==> src/hdl/polyphonic_voice_allocator_macros.svh <==
// Assertion macros shared by the voice allocator RTL.
// No dependencies; included by files that carry concurrent checks.
`ifndef POLYPHONIC_VOICE_ALLOCATOR_MACROS_SVH
`define POLYPHONIC_VOICE_ALLOCATOR_MACROS_SVH

// Same-cycle implication, disabled while reset is high.
`define PVA_ASSERT_IMPL(name, clk, rst, ante, cons, msg) \
   name: assert property (@(posedge clk) disable iff (rst) (ante) |-> (cons)) \
      else $error(msg);

// Next-cycle implication, disabled while reset is high.
`define PVA_ASSERT_NEXT(name, clk, rst, ante, cons, msg) \
   name: assert property (@(posedge clk) disable iff (rst) (ante) |=> (cons)) \
      else $error(msg);

`endif

==> src/hdl/pva_pkg.sv <==
// Shared types and constants for the polyphonic voice allocator.
// No dependencies; imported by pva_voice_ram and the top level.
package pva_pkg;

   typedef enum logic [1:0] {
      CMD_NOTE_ON  = 2'd0,
      CMD_NOTE_OFF = 2'd1,
      CMD_ALL_OFF  = 2'd2,
      CMD_TICK     = 2'd3
   } cmd_type;

   localparam logic ACT_TRIGGER = 1'b0;
   localparam logic ACT_RELEASE = 1'b1;

   localparam int NOTE_W  = 7;
   localparam int VEL_W   = 8;
   localparam int TIME_W  = 32;
   localparam int PITCH_W = 14;
   localparam int LEVEL_W = 8;

   localparam logic [LEVEL_W-1:0] LEVEL_MAX = 8'hFF;

   // One voice entry in the table: note held and tick at which it started.
   typedef struct packed {
      logic [NOTE_W-1:0] note;
      logic [TIME_W-1:0] start;
   } entry_type;

   typedef enum logic [4:0] {
      ST_IDLE    = 5'b00001,
      ST_SCAN    = 5'b00010,
      ST_FLUSH   = 5'b00100,
      ST_ALL_OFF = 5'b01000,
      ST_TRIGGER = 5'b10000
   } state_type;

endpackage

==> src/hdl/pva_voice_ram.sv <==
// Voice table memory: one write port, one read port, registered read data.
// Depends on pva_pkg (entry_type).
module pva_voice_ram #(
   parameter int DEPTH  = 6,
   parameter int ADDR_W = 3
) (
   input  logic                clock,
   input  logic                wr_en,
   input  logic [ADDR_W-1:0]   wr_addr,
   input  pva_pkg::entry_type  wr_data,
   input  logic                rd_en,
   input  logic [ADDR_W-1:0]   rd_addr,
   output pva_pkg::entry_type  rd_data
);
   import pva_pkg::*;

   entry_type mem [DEPTH];
   entry_type rd_data_ff;

   always_ff @(posedge clock) begin
      if (wr_en) begin
         mem[wr_addr] <= wr_data;
      end
   end

   always_ff @(posedge clock) begin
      if (rd_en) begin
         rd_data_ff <= mem[rd_addr];
      end
   end

   assign rd_data = rd_data_ff;

endmodule

==> src/hdl/polyphonic_voice_allocator.sv <==
// Polyphonic voice allocator with oldest-note stealing; top level.
// Depends on pva_pkg, pva_voice_ram and polyphonic_voice_allocator_macros.svh.
//
// Commands enter on start while busy is low. A tick only advances the 32-bit
// wrapping time counter and is taken at once, so ticks may arrive every cycle.
// Note-on and note-off walk the voice table (note and start time of each
// voice, held in a one-port-read RAM) one entry per cycle, issuing a read
// per entry and examining each entry when its registered read data
// returns. Busy stays high through the walk and while a note-off emits
// its final release (when any voice matched) or a note-on emits its
// trigger. All-notes-off emits one release per voice, one a cycle, with
// busy held high until the last release. Results leave through
// registered ports: each shows for exactly one cycle with rsp_strobe high
// and cannot be held off, so the receiver must take every strobed item.
// Results of one command come in ascending voice order, rsp_last marks the
// final one, and a note-off that matches nothing produces no item at all.
// The table is written only after a walk has finished and before the next
// command is taken, so reads and writes to one entry never overlap.
`include "polyphonic_voice_allocator_macros.svh"

module polyphonic_voice_allocator #(
   parameter int NUM_VOICES = 6
) (
   input  logic                                     clock,
   input  logic                                     reset,
   input  logic                                     start,
   output logic                                     busy,
   input  logic [1:0]                               req_command,
   input  logic [pva_pkg::NOTE_W-1:0]               req_note,
   input  logic [pva_pkg::VEL_W-1:0]                req_velocity,
   output logic                                     rsp_strobe,
   output logic [((NUM_VOICES > 1) ? $clog2(NUM_VOICES) : 1)-1:0] rsp_voice_index,
   output logic                                     rsp_action,
   output logic [pva_pkg::PITCH_W-1:0]              rsp_pitch,
   output logic [pva_pkg::LEVEL_W-1:0]              rsp_level,
   output logic                                     rsp_last
);
   import pva_pkg::*;

   localparam int IDX_W = (NUM_VOICES > 1) ? $clog2(NUM_VOICES) : 1;
   localparam int CNT_W = $clog2(NUM_VOICES + 1);
   localparam logic [IDX_W-1:0] LAST_IDX = IDX_W'(NUM_VOICES - 1);
   localparam logic [CNT_W-1:0] CNT_END  = CNT_W'(NUM_VOICES);

   // Command and control registers
   state_type             state_ff, state_in;
   cmd_type               cmd_ff, cmd_in;
   logic [NOTE_W-1:0]     note_ff, note_in;
   logic [VEL_W-1:0]      vel_ff, vel_in;
   logic [TIME_W-1:0]     tick_ff, tick_in;
   logic [NUM_VOICES-1:0] busy_ff, busy_in;

   // Table walk: read issue counter and the entry whose data is returning
   logic [CNT_W-1:0]      rd_cnt_ff, rd_cnt_in;
   logic                  proc_vld_ff, proc_vld_in;
   logic [IDX_W-1:0]      proc_idx_ff, proc_idx_in;

   // Note-on selection candidates
   logic                  match_found_ff, match_found_in;
   logic [IDX_W-1:0]      match_idx_ff, match_idx_in;
   logic                  free_found_ff, free_found_in;
   logic [IDX_W-1:0]      free_idx_ff, free_idx_in;
   logic [TIME_W-1:0]     best_age_ff, best_age_in;
   logic [IDX_W-1:0]      best_idx_ff, best_idx_in;

   // Note-off: one matched voice held back until we know whether it is last
   logic                  pend_vld_ff, pend_vld_in;
   logic [IDX_W-1:0]      pend_idx_ff, pend_idx_in;

   logic [IDX_W-1:0]      all_idx_ff, all_idx_in;

   // Result registers
   logic                  rsp_strobe_ff, rsp_strobe_in;
   logic [IDX_W-1:0]      rsp_voice_index_ff, rsp_voice_index_in;
   logic                  rsp_action_ff, rsp_action_in;
   logic [PITCH_W-1:0]    rsp_pitch_ff, rsp_pitch_in;
   logic [LEVEL_W-1:0]    rsp_level_ff, rsp_level_in;
   logic                  rsp_last_ff, rsp_last_in;

   // Memory ports
   logic                  rd_en;
   logic [IDX_W-1:0]      rd_addr;
   entry_type             rd_data;
   logic                  wr_en;
   logic [IDX_W-1:0]      wr_addr;
   entry_type             wr_data;

   logic                  accept;
   logic                  hit;
   logic [TIME_W-1:0]     age;
   logic [IDX_W-1:0]      sel_idx;

   assign busy   = (state_ff != ST_IDLE);
   assign accept = start && !busy;

   pva_voice_ram #(
      .DEPTH  (NUM_VOICES),
      .ADDR_W (IDX_W)
   ) u_ram (
      .clock   (clock),
      .wr_en   (wr_en),
      .wr_addr (wr_addr),
      .wr_data (wr_data),
      .rd_en   (rd_en),
      .rd_addr (rd_addr),
      .rd_data (rd_data)
   );

   // Entry returning from the RAM: a matching busy voice, and its age.
   // Age counts modulo 2^32, which keeps the order right across a wrap.
   assign hit = proc_vld_ff && busy_ff[proc_idx_ff] && (rd_data.note == note_ff);
   assign age = tick_ff - rd_data.start;

   // Note-on priority: voice already on this note, then lowest free, then oldest.
   assign sel_idx = match_found_ff ? match_idx_ff :
                    free_found_ff  ? free_idx_ff  : best_idx_ff;

   always_comb begin
      state_in           = state_ff;
      cmd_in             = cmd_ff;
      note_in            = note_ff;
      vel_in             = vel_ff;
      tick_in            = tick_ff;
      busy_in            = busy_ff;
      rd_cnt_in          = rd_cnt_ff;
      proc_vld_in        = 1'b0;
      proc_idx_in        = proc_idx_ff;
      match_found_in     = match_found_ff;
      match_idx_in       = match_idx_ff;
      free_found_in      = free_found_ff;
      free_idx_in        = free_idx_ff;
      best_age_in        = best_age_ff;
      best_idx_in        = best_idx_ff;
      pend_vld_in        = pend_vld_ff;
      pend_idx_in        = pend_idx_ff;
      all_idx_in         = all_idx_ff;
      rsp_strobe_in      = 1'b0;
      rsp_voice_index_in = rsp_voice_index_ff;
      rsp_action_in      = rsp_action_ff;
      rsp_pitch_in       = rsp_pitch_ff;
      rsp_level_in       = rsp_level_ff;
      rsp_last_in        = rsp_last_ff;
      rd_en              = 1'b0;
      rd_addr            = rd_cnt_ff[IDX_W-1:0];
      wr_en              = 1'b0;
      wr_addr            = sel_idx;
      wr_data.note       = note_ff;
      wr_data.start      = tick_ff;

      case (state_ff)
         ST_IDLE: begin
            if (accept) begin
               cmd_in  = cmd_type'(req_command);
               note_in = req_note;
               vel_in  = req_velocity;
               case (cmd_type'(req_command))
                  CMD_TICK: begin
                     tick_in = tick_ff + TIME_W'(1);
                  end
                  CMD_ALL_OFF: begin
                     all_idx_in = '0;
                     state_in   = ST_ALL_OFF;
                  end
                  CMD_NOTE_ON, CMD_NOTE_OFF: begin
                     rd_cnt_in      = '0;
                     match_found_in = 1'b0;
                     free_found_in  = 1'b0;
                     pend_vld_in    = 1'b0;
                     state_in       = ST_SCAN;
                  end
                  default: begin
                     state_in = ST_IDLE;
                  end
               endcase
            end
         end

         ST_SCAN: begin
            // Issue one read a cycle until every entry has been requested
            if (rd_cnt_ff < CNT_END) begin
               rd_en       = 1'b1;
               rd_cnt_in   = rd_cnt_ff + CNT_W'(1);
               proc_vld_in = 1'b1;
               proc_idx_in = rd_cnt_ff[IDX_W-1:0];
            end
            // Examine the entry read in the previous cycle
            if (proc_vld_ff) begin
               if (cmd_ff == CMD_NOTE_OFF) begin
                  if (hit) begin
                     // Emit the previously held match; it is not the last one
                     if (pend_vld_ff) begin
                        rsp_strobe_in      = 1'b1;
                        rsp_voice_index_in = pend_idx_ff;
                        rsp_action_in      = ACT_RELEASE;
                        rsp_pitch_in       = '0;
                        rsp_level_in       = '0;
                        rsp_last_in        = 1'b0;
                     end
                     pend_vld_in          = 1'b1;
                     pend_idx_in          = proc_idx_ff;
                     busy_in[proc_idx_ff] = 1'b0;
                  end
                  if (proc_idx_ff == LAST_IDX) begin
                     state_in = (pend_vld_ff || hit) ? ST_FLUSH : ST_IDLE;
                  end
               end else begin
                  if (hit && !match_found_ff) begin
                     match_found_in = 1'b1;
                     match_idx_in   = proc_idx_ff;
                  end
                  if (!busy_ff[proc_idx_ff] && !free_found_ff) begin
                     free_found_in = 1'b1;
                     free_idx_in   = proc_idx_ff;
                  end
                  // Strictly older wins, so ties keep the lower voice
                  if ((proc_idx_ff == '0) || (age > best_age_ff)) begin
                     best_age_in = age;
                     best_idx_in = proc_idx_ff;
                  end
                  if (proc_idx_ff == LAST_IDX) begin
                     state_in = ST_TRIGGER;
                  end
               end
            end
         end

         ST_FLUSH: begin
            rsp_strobe_in      = 1'b1;
            rsp_voice_index_in = pend_idx_ff;
            rsp_action_in      = ACT_RELEASE;
            rsp_pitch_in       = '0;
            rsp_level_in       = '0;
            rsp_last_in        = 1'b1;
            pend_vld_in        = 1'b0;
            state_in           = ST_IDLE;
         end

         ST_ALL_OFF: begin
            rsp_strobe_in       = 1'b1;
            rsp_voice_index_in  = all_idx_ff;
            rsp_action_in       = ACT_RELEASE;
            rsp_pitch_in        = '0;
            rsp_level_in        = '0;
            rsp_last_in         = (all_idx_ff == LAST_IDX);
            busy_in[all_idx_ff] = 1'b0;
            if (all_idx_ff == LAST_IDX) begin
               state_in = ST_IDLE;
            end else begin
               all_idx_in = all_idx_ff + IDX_W'(1);
            end
         end

         ST_TRIGGER: begin
            // Write back note and start time, mark the voice busy
            wr_en              = 1'b1;
            busy_in[sel_idx]   = 1'b1;
            rsp_strobe_in      = 1'b1;
            rsp_voice_index_in = sel_idx;
            rsp_action_in      = ACT_TRIGGER;
            rsp_pitch_in       = {note_ff, 7'b0};
            rsp_level_in       = vel_ff[VEL_W-1] ? LEVEL_MAX : {vel_ff[VEL_W-2:0], 1'b0};
            rsp_last_in        = 1'b1;
            state_in           = ST_IDLE;
         end

         default: begin
            state_in = ST_IDLE;
         end
      endcase
   end

   // Control state
   always_ff @(posedge clock) begin
      if (reset) begin
         state_ff      <= ST_IDLE;
         tick_ff       <= '0;
         busy_ff       <= '0;
         rd_cnt_ff     <= '0;
         proc_vld_ff   <= 1'b0;
         pend_vld_ff   <= 1'b0;
         rsp_strobe_ff <= 1'b0;
      end else begin
         state_ff      <= state_in;
         tick_ff       <= tick_in;
         busy_ff       <= busy_in;
         rd_cnt_ff     <= rd_cnt_in;
         proc_vld_ff   <= proc_vld_in;
         pend_vld_ff   <= pend_vld_in;
         rsp_strobe_ff <= rsp_strobe_in;
      end
   end

   // Payload registers
   always_ff @(posedge clock) begin
      cmd_ff             <= cmd_in;
      note_ff            <= note_in;
      vel_ff             <= vel_in;
      proc_idx_ff        <= proc_idx_in;
      match_found_ff     <= match_found_in;
      match_idx_ff       <= match_idx_in;
      free_found_ff      <= free_found_in;
      free_idx_ff        <= free_idx_in;
      best_age_ff        <= best_age_in;
      best_idx_ff        <= best_idx_in;
      pend_idx_ff        <= pend_idx_in;
      all_idx_ff         <= all_idx_in;
      rsp_voice_index_ff <= rsp_voice_index_in;
      rsp_action_ff      <= rsp_action_in;
      rsp_pitch_ff       <= rsp_pitch_in;
      rsp_level_ff       <= rsp_level_in;
      rsp_last_ff        <= rsp_last_in;
   end

   assign rsp_strobe      = rsp_strobe_ff;
   assign rsp_voice_index = rsp_voice_index_ff;
   assign rsp_action      = rsp_action_ff;
   assign rsp_pitch       = rsp_pitch_ff;
   assign rsp_level       = rsp_level_ff;
   assign rsp_last        = rsp_last_ff;

   // A trigger is always the only item of its note-on
   `PVA_ASSERT_IMPL(a_trigger_last, clock, reset, rsp_strobe_ff && (rsp_action_ff == ACT_TRIGGER), rsp_last_ff, "trigger without last")
   // The voice just triggered must be marked busy
   `PVA_ASSERT_IMPL(a_trigger_busy, clock, reset, rsp_strobe_ff && (rsp_action_ff == ACT_TRIGGER), busy_ff[rsp_voice_index_ff], "triggered voice not busy")
   // Release items carry no pitch or level
   `PVA_ASSERT_IMPL(a_release_zero, clock, reset, rsp_strobe_ff && (rsp_action_ff == ACT_RELEASE), (rsp_pitch_ff == '0) && (rsp_level_ff == '0), "release with pitch or level")
   // A tick never holds the block busy
   `PVA_ASSERT_NEXT(a_tick_free, clock, reset, accept && (req_command == CMD_TICK), !busy, "tick left block busy")

endmodule
==> config.mk <==
export PLATFORM = sky130hd
export DESIGN_NAME = polyphonic_voice_allocator
export DESIGN_NICKNAME = d
export VERILOG_FILES = /design/src/hdl/pva_pkg.sv /design/src/hdl/pva_voice_ram.sv /design/src/hdl/polyphonic_voice_allocator.sv
export VERILOG_INCLUDE_DIRS = /design/src /design/src/hdl
export SDC_FILE = /design/constraint.sdc
export NUM_CORES = 1
export LEC_CHECK = 0
export BUFFER_PORTS_ARGS = -buffer_cell sky130_fd_sc_hd__buf_4
export CAP_MARGIN = 25
export CORE_MARGIN = 5
export CORE_UTILIZATION = 52
export CTS_CLUSTER_SIZE = 40
export DETAILED_ROUTE_END_ITERATION = 8
export PLACE_DENSITY_LB_ADDON = 0.05
export SYNTH_ARGS = -nofsm -noshare
export SYNTH_HDL_FRONTEND = slang
export SYNTH_SLANG_ARGS = --single-unit
==> constraint.sdc <==
create_clock -name clock -period 8.05 [get_ports clock]
set_clock_uncertainty 0.15 [all_clocks]
set_input_delay 1.2075 -clock clock [delete_from_list [all_inputs] [get_ports clock]]
set_output_delay 1.2075 -clock clock [all_outputs]
set_load 0.01 [all_outputs]
==> impl_metrics.json <==
{
  "dp_hpwl_mm": 22.7,
  "timing.critical_path.from_type": "register",
  "timing_worst_slew_pin_value_ps": 968,
  "antenna_violations_before_repair": 0,
  "number_of_gates_resized_after_cts": 0,
  "clkSinkCount": 411,
  "vias_per_cell": 5.63,
  "worst-endpoint-required_ps": 8120,
  "slowest_delay_ps": 750,
  "worstSkewPairLatency_ps": 540,
  "synth_enable_flop_cells": 362,
  "yosys-mux-area-fraction_pct": 7.44,
  "synth.area.top_cells": "sky130_fd_sc_hd__edfxtp_1, sky130_fd_sc_hd__dfxtp_1, sky130_fd_sc_hd__mux4_2, sky130_fd_sc_hd__ha_1, sky130_fd_sc_hd__a21oi_1",
  "max_freq_ghz": 0.186,
  "power_density_nw_per_um2": 216,
  "setup.worst_path.class": "reg2reg",
  "timing.final.setup_violations": 0,
  "stdcell_area_um2": 20200,
  "netlist.top_cell.by_area": "sky130_fd_sc_hd__edfxtp_1",
  "synth-seq-area-share_pct": 66.2,
  "initial_core_util_pct": 52.2,
  "adder_and_majority_gate_portion_of_the_synthesized_area_pct": 4.79,
  "rsz_0062_raised_after_global_routing": "false",
  "yosys_most_used_dff": "sky130_fd_sc_hd__edfxtp_1",
  "post_synth_xor_area_fraction_pct": 2.94,
  "critical_path.endpoint_type": "register",
  "ioPinCount": 49,
  "drt_pre_antenna_iters": 5,
  "final_layout_fill_cell_count": 2702,
  "cts-htree-levels": 2,
  "layout.core_utilization_pct": 58.8,
  "critical_path.cell_chain": "inv_1 -> ha_1 -> nor2b_1 -> o2111ai_1 -> a21oi_1 -> a31oi_1 -> o41a_1 -> o21ai_1 -> xnor2_1 -> ha_1 -> nand4_1 -> or3_1 -> nor2_1 -> o21ai_0 -> a211oi_4 -> buf_4",
  "die_y_um": 196,
  "placement.io_buffers": 41,
  "design.die.area_um2": 38200,
  "die_width_um": 196,
  "maxCapViolations": 0,
  "synth_top_family_by_area": "simple AND/OR/NAND/NOR gates",
  "class_of_the_tightest_hold_or_removal_check": "reg2reg",
  "synth.cell_area_um2": 17900,
  "synth_top_area_share_pct": 60.7,
  "placementRows": 68,
  "synth.distinct_cells": 69,
  "synthesized_area_fraction_occupied_by_ao_oa_aoi_and_oai_cells_pct": 7.79,
  "core_area_um2": 34300,
  "crit_path_frequent_cell": "sky130_fd_sc_hd__ha_1",
  "final_max_slew_viol_count": 0,
  "synth_simple_gate_area_share_pct": 7.85,
  "fin_crit_sh_pct": 66.6,
  "power_leakage_nw": 7.60,
  "postPlaceCellArea_um2": 18700,
  "place_congestion": 0.834,
  "synth-warning-count": 0,
  "tritoncts.num_buffers": 44,
  "post_cts_hold_buffer_count": 0,
  "first_global_vias": 10250,
  "grt_pass1_wl_mm": 57.9,
  "cts_tree": "yes",
  "final-hold-violation-count": 0,
  "post_cts.repair.setup_buffers": 0,
  "final_period_minus_worst_setup_slack_ps": 5360,
  "routed_wirelength_mm": 36.5,
  "setup_total_negative_slack_ps": 0,
  "share_of_layout_cells_above_drive_strength_1_pct": 13.9,
  "clk_transition_reported_paths_ps": 60,
  "asyncSetResetFlopFracSynth_pct": 0,
  "grt_max_degree": 86,
  "status": "finished clean",
  "worst_ep_arrival_time_ps": 5430,
  "antenna_cells": 0,
  "syn_avg_cell_area_um2": 14.2,
  "cts.path.max_buffers": 3,
  "postSynthCellCount": 1264,
  "worst_hold_slack_ps": 380,
  "detail-route-antenna-nets": 0,
  "peakVddDrop_uv": 180,
  "globalRoute.totalOverflow": 0,
  "synthToLayoutAreaGrowth_pct": 12.6,
  "route.detailed.drc": 0,
  "synth.ff_latch_count": 411,
  "cpMaxStageDelayCell": "sky130_fd_sc_hd__a211oi_4",
  "cp_max_fo": 20,
  "avgRoutedWirePerCell_um": 20.2,
  "design.final.nets": 1405,
  "slew_headroom_pct": 35.5,
  "drt_iter0_markers": 673,
  "cts-root-buf": "sky130_fd_sc_hd__clkbuf_16",
  "num_vias": 10166,
  "grt_usage_pct": 19.2
}
==> synthesized netlist by cell type (all sizes together), types with 13 or more instances <==
master  count
o21ai      35
a21o       31
edfxtp    362
buf        24
mux4       40
ha         67
nor2      117
xnor2      31
nand2      55
nand4      18
inv        79
nand3      19
clkbuf     28
a21oi      93
dfxtp      49
mux2i      42
or3        13
and3       15
a31oi      17
xor2       29
==> critical path, delay by kind of cell, from the launching register on <==
family                   cells  cell delay [ps]
buffers and inverters        2              510
adder cells (fa/ha/maj)      2              540
AO/OA/AOI/OAI                7             2370
AND/OR/NAND/NOR              4              790
flip-flops                   1              560
XOR/XNOR                     1              110
==> final timing paths <==
path / from / endpoint / slack, ps / cells after the start
hold reg to reg: pend_vld_ff / state_ff[0] / 380 / 1
hold / removal: pend_vld_ff / state_ff[0] / 380 / 1
setup / recovery: tick_ff[0] / best_idx_ff[2] / 2690 / 16
setup reg to reg: tick_ff[0] / best_idx_ff[2] / 2690 / 16
==> cell usage in the layout (no fill, tap or decap), types with 6 or more instances in the layout <==
master,synthesis,layout
sky130_fd_sc_hd__edfxtp_1,362,362
sky130_fd_sc_hd__nor2_1,116,110
sky130_fd_sc_hd__a21oi_1,92,90
sky130_fd_sc_hd__inv_1,79,79
sky130_fd_sc_hd__ha_1,67,67
sky130_fd_sc_hd__nand2_1,55,55
sky130_fd_sc_hd__buf_4,7,51
sky130_fd_sc_hd__dfxtp_1,49,46
sky130_fd_sc_hd__clkbuf_16,0,46
sky130_fd_sc_hd__mux2i_1,42,42
sky130_fd_sc_hd__mux4_2,40,40
sky130_fd_sc_hd__a21o_1,31,31
sky130_fd_sc_hd__o21ai_0,31,31
sky130_fd_sc_hd__xnor2_1,31,31
sky130_fd_sc_hd__xor2_1,29,29
sky130_fd_sc_hd__nand4_1,18,18
sky130_fd_sc_hd__nand3_1,17,17
sky130_fd_sc_hd__a31oi_1,17,17
sky130_fd_sc_hd__and3_1,15,15
sky130_fd_sc_hd__or3_1,13,13
sky130_fd_sc_hd__nor2b_1,12,12
sky130_fd_sc_hd__clkinv_2,0,10
sky130_fd_sc_hd__clkbuf_1,28,10
sky130_fd_sc_hd__and2_1,9,9
sky130_fd_sc_hd__nor2_4,1,7
sky130_fd_sc_hd__conb_1,1,7
sky130_fd_sc_hd__a211oi_1,7,6
==> metal layers <==
layer,share of wire (%),up-vias,routed length [um],global-route usage (%)
met1,46,5069,16700,27.1
met5,0,-,0,0
li1,-,4850,-,-
met2,48,200,17600,31.6
met4,1.8,0,656,4.50
met3,4.2,47,1530,3.12
==> where the power goes <==
part           switching, W  internal [W]
Combinational     0.0000495     0.0000333
Sequential        0.0000173       0.00231
Clock              0.000806       0.00114
==> cell type report <==
cell class | count | area, um2 | share of cell area [%]
Clock inverter | 22 | 178 | 0.881
Inverter | 79 | 297 | 1.47
Clock buffer | 59 | 1230 | 6.10
Tap cell | 455 | 569 | 2.82
Multi-Input combinational cell | 728 | 5620 | 27.9
Timing Repair Buffer | 53 | 415 | 2.06
Sequential cell | 411 | 11900 | 58.8
==> flip-flops by register name (all words and copies together) (netlist names), 5 cells and up <==
signal	flops
state_ff	5
u_ram.rd_data	39
best_age_ff	32
tick_ff	32
rsp_level	8
vel_ff	8
note_ff	7
u_ram.mem	234
busy_ff	6
rsp_pitch	7
==> metrics by stage <==
step                cells  total power, W  setup slack, ps
floorplan            1270         0.00243             1500
global placement     1724         0.00246             2720
detailed placement   1725         0.00246             2640
CTS                  1806         0.00441             2630
global route         1807         0.00451             2300
finish               1807         0.00436             2690
==> kinds of logic after synthesis <==
logic type / Yosys count
AO/OA/AOI/OAI: 222
XOR/XNOR: 60
adder cells (fa/ha/maj): 68
buffers and inverters: 131
flip-flops: 411
multiplexers: 83
other: 1
AND/OR/NAND/NOR: 288
Power figures use the tool's default switching activity.
